[config.mk]
export PLATFORM = sky130hd
export DESIGN_NAME = quadrature_counter_with_speed_window
export DESIGN_NICKNAME = d
export VERILOG_FILES = /design/src/hw/rtl/qcsw_pkg.sv /design/src/hw/rtl/qcsw_core.sv /design/src/hw/rtl/quadrature_counter_with_speed_window.sv
export SDC_FILE = /design/constraint.sdc
export NUM_CORES = 1
export LEC_CHECK = 0
export ABC_AREA = 1
export BUFFER_PORTS_ARGS = -buffer_cell sky130_fd_sc_hd__clkbuf_2
export CORE_MARGIN = 2
export CORE_UTILIZATION = 24
export CTS_CLUSTER_DIAMETER = 200
export CTS_CLUSTER_SIZE = 10
export DETAILED_ROUTE_END_ITERATION = 10
export SLEW_MARGIN = 40
export SYNTH_ARGS = -nofsm -noshare
export SYNTH_HDL_FRONTEND = slang
export SYNTH_SLANG_ARGS = --single-unit
[constraint.sdc]
create_clock -name i_clk -period 8.7 [get_ports i_clk]
set_clock_uncertainty 0.2 [all_clocks]
set_input_delay 1.305 -clock i_clk [delete_from_list [all_inputs] [get_ports i_clk]]
set_output_delay 1.305 -clock i_clk [all_outputs]
set_load 0.01 [all_outputs]
[src/hw/rtl/qcsw_pkg.sv]
// ----------------------------------------------------------------------------
// Quadrature counter package
// Widths, event codes, shared types and the output conversion function.
// ----------------------------------------------------------------------------
`default_nettype none

package qcsw_pkg;

    // Width of the position, snapshot and speed counters.
    localparam int COUNT_WIDTH = 32;
    // Width of the result ports.
    localparam int OUT_WIDTH   = 32;
    // Window register and tick counter widths.
    localparam int WIN_WIDTH   = 10;
    localparam int TICK_WIDTH  = 11;

    localparam logic [WIN_WIDTH-1:0] WIN_RESET = WIN_WIDTH'(50);

    // Event codes carried by the operation field.
    typedef enum logic [1:0] {
        OP_EDGE_A = 2'd0,
        OP_EDGE_B = 2'd1,
        OP_TICK   = 2'd2
    } t_op;

    // One accepted event handed to the counter core.
    typedef struct packed {
        logic       go;
        logic [1:0] op;
        logic       level_a;
        logic       level_b;
    } t_evt;

    // One result as it leaves the counter core.
    typedef struct packed {
        logic signed [OUT_WIDTH-1:0] position;
        logic signed [OUT_WIDTH-1:0] speed;
        logic                        speed_updated;
    } t_res;

    // Sign-extend a count to the port width, then keep the low port bits.
    function automatic logic signed [OUT_WIDTH-1:0] f_to_out(
        input logic [COUNT_WIDTH-1:0] v
    );
        logic [COUNT_WIDTH+OUT_WIDTH-1:0] ext;
        ext = {{OUT_WIDTH{v[COUNT_WIDTH-1]}}, v};
        return signed'(ext[OUT_WIDTH-1:0]);
    endfunction

endpackage

`default_nettype wire

[src/hw/rtl/qcsw_core.sv]
// ----------------------------------------------------------------------------
// Quadrature counter core
// Position, window snapshot, tick counter and speed state with the result
// register. One event is applied per cycle when the event's go bit is set.
// ----------------------------------------------------------------------------
`default_nettype none

module qcsw_core (
    input  wire logic                                 i_clk,
    input  wire logic                                 i_rst_n,
    input  wire logic [qcsw_pkg::WIN_WIDTH-1:0]       i_window,
    input  wire qcsw_pkg::t_evt                       i_evt,
    output qcsw_pkg::t_res                            o_res
);

    logic [qcsw_pkg::COUNT_WIDTH-1:0] r_pos;
    logic [qcsw_pkg::COUNT_WIDTH-1:0] r_start;
    logic [qcsw_pkg::COUNT_WIDTH-1:0] r_speed;
    logic [qcsw_pkg::TICK_WIDTH-1:0]  r_tick;
    qcsw_pkg::t_res                   r_res;

    logic [qcsw_pkg::COUNT_WIDTH-1:0] n_pos;
    logic [qcsw_pkg::COUNT_WIDTH-1:0] n_start;
    logic [qcsw_pkg::COUNT_WIDTH-1:0] n_speed;
    logic [qcsw_pkg::TICK_WIDTH-1:0]  n_tick;
    logic                             n_updated;

    logic                             same_level;
    logic                             snap_hit;
    logic                             win_hit;
    logic [qcsw_pkg::TICK_WIDTH-1:0]  win_end;

    // Tick count at which the window closes.
    assign win_end    = qcsw_pkg::TICK_WIDTH'({1'b0, i_window}) + qcsw_pkg::TICK_WIDTH'(1);
    assign snap_hit   = (r_tick == qcsw_pkg::TICK_WIDTH'(1));
    assign win_hit    = (r_tick == win_end);
    assign same_level = (i_evt.level_a == i_evt.level_b);

    // Next state for one event; an unused code leaves everything unchanged.
    always_comb begin
        n_pos     = r_pos;
        n_start   = r_start;
        n_speed   = r_speed;
        n_tick    = r_tick;
        n_updated = 1'b0;
        case (qcsw_pkg::t_op'(i_evt.op))
            qcsw_pkg::OP_EDGE_A: begin
                n_pos = same_level ? r_pos + qcsw_pkg::COUNT_WIDTH'(1)
                                   : r_pos - qcsw_pkg::COUNT_WIDTH'(1);
            end
            qcsw_pkg::OP_EDGE_B: begin
                n_pos = same_level ? r_pos - qcsw_pkg::COUNT_WIDTH'(1)
                                   : r_pos + qcsw_pkg::COUNT_WIDTH'(1);
            end
            qcsw_pkg::OP_TICK: begin
                // The snapshot is taken first, so a zero window measures zero.
                if (snap_hit) begin
                    n_start = r_pos;
                end
                if (win_hit) begin
                    n_speed   = r_pos - n_start;
                    n_updated = 1'b1;
                    n_tick    = qcsw_pkg::TICK_WIDTH'(1);
                end else begin
                    n_tick = r_tick + qcsw_pkg::TICK_WIDTH'(1);
                end
            end
            default: begin
                n_pos = r_pos;
            end
        endcase
    end

    // Counter state.
    always_ff @(posedge i_clk) begin
        if (!i_rst_n) begin
            r_pos   <= '0;
            r_start <= '0;
            r_speed <= '0;
            r_tick  <= '0;
        end else if (i_evt.go) begin
            r_pos   <= n_pos;
            r_start <= n_start;
            r_speed <= n_speed;
            r_tick  <= n_tick;
        end
    end

    // Result register, loaded together with the state.
    always_ff @(posedge i_clk) begin
        if (i_evt.go) begin
            r_res.position      <= qcsw_pkg::f_to_out(n_pos);
            r_res.speed         <= qcsw_pkg::f_to_out(n_speed);
            r_res.speed_updated <= n_updated;
        end
    end

    assign o_res = r_res;

endmodule

`default_nettype wire

[src/hw/rtl/quadrature_counter_with_speed_window.sv]
// ----------------------------------------------------------------------------
// Quadrature counter with speed window
// x4 quadrature decoder with a signed position count and a speed value
// measured as the count difference over a programmable number of ticks.
// ----------------------------------------------------------------------------
// Each request is one event (A edge, B edge or timer tick) and returns exactly
// one result holding the position after the event, the last measured speed
// and a flag set on the tick that closed a window. The block takes one event
// per clock cycle while the result side does not stall; an event is held in the
// input register and its result in the result register, and the single add or
// subtract of the counter core between them sets the cycle time. The window
// register may only be written while no event is in flight; its write channel
// is always ready. Position and speed wrap modulo 2^32.
`default_nettype none

module quadrature_counter_with_speed_window (
    input  wire logic                                 i_clk,
    input  wire logic                                 i_rst_n,
    // Event request channel.
    input  wire logic                                 i_in_valid,
    output      logic                                 o_in_stall,
    input  wire logic [1:0]                           i_operation,
    input  wire logic                                 i_level_a,
    input  wire logic                                 i_level_b,
    // Result request channel.
    output      logic                                 o_out_valid,
    input  wire logic                                 i_out_stall,
    output      logic signed [qcsw_pkg::OUT_WIDTH-1:0] o_position,
    output      logic signed [qcsw_pkg::OUT_WIDTH-1:0] o_speed,
    output      logic                                 o_speed_updated,
    // Window register write channel.
    input  wire logic                                 i_cfg_valid,
    output      logic                                 o_cfg_ready,
    input  wire logic [qcsw_pkg::WIN_WIDTH-1:0]       i_cfg_data
);

    logic                             r_in_vld;
    logic [1:0]                       r_op;
    logic                             r_level_a;
    logic                             r_level_b;
    logic                             r_out_vld;
    logic [qcsw_pkg::WIN_WIDTH-1:0]   r_window;

    logic                             in_take;
    logic                             out_free;
    logic                             step_go;
    qcsw_pkg::t_evt                   evt;
    qcsw_pkg::t_res                   res;

    // Handshake: the result slot frees when empty or when taken this cycle.
    assign out_free   = !r_out_vld || !i_out_stall;
    assign step_go    = r_in_vld && out_free;
    assign o_in_stall = r_in_vld && !out_free;
    assign in_take    = i_in_valid && !o_in_stall;

    // Input register.
    always_ff @(posedge i_clk) begin
        if (!i_rst_n) begin
            r_in_vld <= 1'b0;
        end else if (in_take) begin
            r_in_vld <= 1'b1;
        end else if (step_go) begin
            r_in_vld <= 1'b0;
        end
    end

    always_ff @(posedge i_clk) begin
        if (in_take) begin
            r_op      <= i_operation;
            r_level_a <= i_level_a;
            r_level_b <= i_level_b;
        end
    end

    // Result valid follows the core's result register.
    always_ff @(posedge i_clk) begin
        if (!i_rst_n) begin
            r_out_vld <= 1'b0;
        end else if (step_go) begin
            r_out_vld <= 1'b1;
        end else if (!i_out_stall) begin
            r_out_vld <= 1'b0;
        end
    end

    // Window register.
    assign o_cfg_ready = 1'b1;

    always_ff @(posedge i_clk) begin
        if (!i_rst_n) begin
            r_window <= qcsw_pkg::WIN_RESET;
        end else if (i_cfg_valid && o_cfg_ready) begin
            r_window <= i_cfg_data;
        end
    end

    // Counter core.
    assign evt.go      = step_go;
    assign evt.op      = r_op;
    assign evt.level_a = r_level_a;
    assign evt.level_b = r_level_b;

    qcsw_core u_core (
        .i_clk    (i_clk),
        .i_rst_n  (i_rst_n),
        .i_window (r_window),
        .i_evt    (evt),
        .o_res    (res)
    );

    assign o_out_valid     = r_out_vld;
    assign o_position      = res.position;
    assign o_speed         = res.speed;
    assign o_speed_updated = res.speed_updated;

endmodule

`default_nettype wire

Word-level counts from Yosys, hierarchy flattened --
Cells that the tools add are included.
Storage, ports and cells: output and inout bits 68, flip-flop bits (word level) 188
Operators by class: reduce and logical (&&, ||, !) cells 11, add/subtract/negate cells 5, eq/ne operators 6, multiplexer cells 13
Operators by type and width (count):
- $mux W32 | 6
- $pmux W32 S2 | 1
- $add A32 B1 Y32 const B | 1
- $sub A32 B1 Y32 const B | 1
- $sub A32 B32 Y32 | 1
- $add A10 B1 Y11 const B | 1
- $add A11 B1 Y11 const B | 1
- $eq A11 B1 Y1 const B | 1
- $eq A11 B11 Y1 | 1
- $mux W11 | 1
- $mux W1 | 5
- $logic_not A1 Y1 | 4
- $logic_and A1 B1 Y1 | 3
- $eq A2 B1 Y1 const B | 1
- $eq A2 B2 Y1 const B | 1
- $logic_not A2 Y1 | 1
- $ne A2 B1 Y1 const B | 1
- $reduce_and A2 Y1 | 1
- $reduce_bool A2 Y1 | 1
- $eq A1 B1 Y1 | 1
- $logic_or A1 B1 Y1 | 1

Logic depth before layout (Yosys ltp) --
depth in word-level cells 7, depth in mapped cells 26

By module --
A second synthesis with hierarchy kept.
Unflattened totals: cell total of the unflattened synthesis 1796, area, all modules 12325.6 um2
Modules (own cells, without submodules):
- qcsw_core | sequential area each 4093.9 um2, instances 1, cells an instance 1734, area an instance 11710.0 um2
- quadrature_counter_with_speed_window | sequential area each 360.3 um2, instances 1, cells an instance 62, area an instance 615.6 um2

Worst setup path before layout --
Ideal clock, no wire load.
path kind input-to-reg, start input port i_out_stall, end register u_core.r_res (netlist bit u_core.o_res[0]), enable pin, arrival time 3581 ps, stages on the path 4, setup time 454 ps, path slack 4465 ps, cells stage by stage nand2_1 inv_1 nor2_4 clkbuf_1
Between the ends: cells in the longest elaborated chain, start to end 3
RTL lines:
- start: declaration | RTL line quadrature_counter_with_speed_window.sv:27 | input wire logic i_out_stall,
- $logic_not A1 Y1
- $logic_or A1 B1 Y1 | RTL line quadrature_counter_with_speed_window.sv:51 | assign out_free = !r_out_vld || !i_out_stall;
- $logic_and A1 B1 Y1 | RTL line quadrature_counter_with_speed_window.sv:52 | assign step_go = r_in_vld && out_free;
- via step_go | RTL line quadrature_counter_with_speed_window.sv:46 | logic step_go;
- end: declaration | RTL line qcsw_core.sv:20 | qcsw_pkg::t_res r_res;
The timed path passes the listed nets, and every way through them passes these cells. A chain may end at the register's enable or synchronous reset.

Worst setup path after layout --
start input port i_out_stall, end register u_core.r_tick[10] (netlist name)
Between the ends: cells in the longest elaborated chain, start to end 4
RTL lines:
- $logic_not A1 Y1
- $logic_or A1 B1 Y1 | RTL line quadrature_counter_with_speed_window.sv:51
- $logic_and A1 B1 Y1 | RTL line quadrature_counter_with_speed_window.sv:52
- $reduce_and A2 Y1 (no line)
- end signal: assignment | RTL line qcsw_core.sv:85 | r_tick <= n_tick;
- end: declaration | RTL line qcsw_core.sv:19 | logic [qcsw_pkg::TICK_WIDTH-1:0] r_tick;
Every way passes these cells.

==> reports/metrics.yaml <==
timing:
  maxClockFrequency_ghz: 0.215
  max-slew-margin-rel: 0.429
  tightest_slew_ps: 856
  finalMaxSlewViolations: 0
  setup_viol: 0
  period_needed_ps: 4650
  fin_crit_sh: 0.535
  hold_violations: 0
  setup_slack_ps: 4050
  timing.setup.tns_ps: 0
  rsz0062_at_grt: "false"
floorplanning:
  dieArea_um2: 53200
  die_h_um: 231
  ios: 87
  start_util: 0.241
  num_rows: 83
  die_x_um: 231
  core_area_um2: 51100
drt:
  firstDrtPassIters: 5
  ant_nets: 0
  via_count: 11676
  drc_errors: 0
  route.detailed.wl_per_inst_um: 15.2
  first_iter_violations: 945
  vias_per_cell: 4.61
  wirelength_um: 38400
critical_path:
  slowest_stage: "nor2_4"
  cpPeakStageDelay_ps: 890
  required_ps: 8860
  startpoint_type: "input port"
  cp_max_fo: 51
  cp-end-kind: "flip-flop"
  path_cells: "clkbuf_2 -> nand2_1 -> inv_1 -> nor2_4 -> buf_4 -> clkinv_2 -> nor2_4 -> nand4_1 -> or2_1 -> nor2_1 -> nand3_1 -> nand3b_1 -> xor2_1 -> nor2_1"
  arrival_ps: 4810
  cp_top_family: "simple AND/OR/NAND/NOR gates"
  crit_buf_inv: 4
  worstSetupPathType: "input port to flip-flop"
final_layout:
  final_nets: 1879
  fill_cells: 5695
  stdcell_count: 2534
  n_antenna_cell: 0
  drive_above_1_share: 0.119
  areaGrowthSynthToFinish_pct: 12.4
  final_core_util: 0.271
global_route:
  grt.total_usage: 0.146
  grt_max_degree: 67
  grt_pass1_vias: 10765
  grt_first_pass_wirelength_um: 60200
  grt_antenna_before_repair: 0
  grt-ovfl-total: 0
yosys:
  synth-edff-count: 69
  ys_seq_elements: 188
  yosysMostFrequentCell: "nand2_1"
  synth_top_area_share: 0.193
  avgSynthCellArea_um2: 6.80
  ys_async_sr_fraction: 0
  yosys-top-cells-count: "nand2_1 (427), inv_1 (261), nor2_1 (187), nand3_1 (125), dfxtp_1 (119)"
  synth_area_leaders: "dfxtp_1 (19%), edfxtp_1 (17%), nand2_1 (13%), inv_1 (7.9%), nor2_1 (5.7%)"
  synth_cell_types: 53
  syn-cell-area_um2: 12300
  synth_seq_area_share: 0.361
  syn_inst: 1812
  synth_nets: 1850
  yosysWarnings: 0
  yosysTopAreaCell: "dfxtp_1"
  synth_ff_type: "dfxtp_1"
clock_tree:
  clk_pin_slew_ps: 70
  cts_max_level: 4
  postCtsSetupRepairBufs: 0
  clock-root-buffer: "clkbuf_16"
  clock_path_buffers: 2
  cts_tree: "yes"
  cts_buffers: 17
  clk_latency_ps: 490
  hold_buffers: 0
  cts_sinks: 188
  cts_repair_resize_count: 0
placement:
  dp_slack_ps: 3860
  dp_hpwl_um: 29400
  place_congestion: 0.897
  port_buffers: 85
  dp_cells: 2502
power_and_ir_drop:
  max-vdd-ir-drop_v: 0.000127
  p_total_mw: 2.46
  p_leak_nw: 6.42
  p_per_area_nw_per_um2: 177
run_status:
  status: "finished clean"
hold_path:
  hp-class: "flip-flop to flip-flop"
flow_run:
  drv_cap: 0
==> registers in the layout, summed over array words and instances, names as in the netlist <==
| signal | flops |
|---|---|
| o_out_valid | 1 |
| r_in_vld | 1 |
| r_level_a | 1 |
| r_level_b | 1 |
| r_op | 2 |
| r_window | 10 |
| u_core.o_res | 65 |
| u_core.r_pos | 32 |
| u_core.r_speed | 32 |
| u_core.r_start | 32 |
| u_core.r_tick | 11 |
==> logic make-up after synthesis <==
| family | count (synthesis) | synth area share |
|---|---|---|
| flip-flops | 188 | 0.361 |
| other | 1 | 0.000304 |
| AO/OA/AOI/OAI | 304 | 0.139 |
| AND/OR/NAND/NOR | 879 | 0.320 |
| adder cells (fa/ha/maj) | 19 | 0.0199 |
| XOR/XNOR | 57 | 0.0405 |
| buffers and inverters | 364 | 0.119 |
==> placed cells by master (no fill, tap or decap), types with 4 or more instances in the layout <==
| cell | n |
|---|---|
| xor2_1 | 47 |
| nand4_1 | 29 |
| o221ai_1 | 14 |
| buf_4 | 5 |
| inv_1 | 260 |
| a21oi_1 | 106 |
| o21ai_0 | 107 |
| a211oi_1 | 9 |
| nand3_1 | 125 |
| o21bai_1 | 6 |
| xnor2_1 | 10 |
| nand2_2 | 14 |
| a31oi_1 | 6 |
| nor2_2 | 18 |
| nor3_1 | 18 |
| nor3_2 | 7 |
| o21ai_1 | 19 |
| clkinv_2 | 4 |
| inv_2 | 19 |
| clkbuf_2 | 84 |
| o211ai_1 | 20 |
| or2_2 | 10 |
| nand2_1 | 427 |
| nand3_2 | 16 |
| clkbuf_16 | 17 |
| nor2_4 | 6 |
| edfxtp_1 | 69 |
| nor2_1 | 186 |
| ha_1 | 18 |
| dfxtp_1 | 119 |
| nand3b_1 | 6 |
| o21a_1 | 4 |
==> per-layer routing <==
| metal | track usage | wire length [µm] | vias up |
|---|---|---|---|
| met2 | 0.230 | 17200 | 303 |
| met1 | 0.197 | 18300 | 5413 |
| li1 | - | - | 5911 |
| met3 | 0.0319 | 2000 | 49 |
| met4 | 0.0530 | 917 | 0 |
| met5 | 0 | 0 | - |
==> power by group <==
| group | total (mW) | switching, mW | internal (mW) |
|---|---|---|---|
| Sequential | 1.00 | 0.0504 | 0.953 |
| Combinational | 0.625 | 0.434 | 0.192 |
| Clock | 0.832 | 0.378 | 0.454 |
==> area by class of cell <==
cell class              count  area (µm²)  share of cell area
inverters                 284        1070              0.0771
clock buffers              19         433              0.0312
repair buffers             90         463              0.0334
multi-input cells        1260        6420               0.463
clock inverters            13         169              0.0122
well taps                 680         851              0.0614
flip-flops and latches    188        4450               0.321
==> final timing paths <==
path,startpoint,to,slack [ps],cells after the start
setup reg to reg,u_core.r_tick[1]$_SDFFE_PN0P_,u_core.o_res[30]$_DFFE_PP_,4520,22
setup / recovery,i_out_stall,u_core.r_tick[10]$_SDFFE_PN0P_,4050,14
hold / removal,u_core.r_speed[30]$_SDFFE_PN0P_,u_core.r_speed[30]$_SDFFE_PN0P_,250,2
hold reg to reg,u_core.r_speed[30]$_SDFFE_PN0P_,u_core.r_speed[30]$_SDFFE_PN0P_,250,2
==> stage by stage <==
step	hold WS (ps)	area [µm²]
after global placement	229	13200
after floorplan	218	12300
after CTS	248	13900
after global routing	268	13900
after detailed placement	232	13300
final	248	13900
==> worst reg2reg max path, stage by stage (launching register included) <==
cell and delay [ps]:
dfxtp_1 430, inv_1 90, ha_1 190, inv_1 50
nor2_1 40, nand2_2 110, inv_2 50, nand2_4 530
a21oi_1 260, ha_1 410, nand2_1 60, o21ai_0 310
nand3_1 150, a21oi_1 290, nand2_1 110, nand2_2 120
nand2_2 70, nand2_2 110, nand2_1 80, nand2_1 70
nand2_1 70, nand3_1 80, nand2_1 50
No activity file was read; power rests on OpenSTA's default activity.
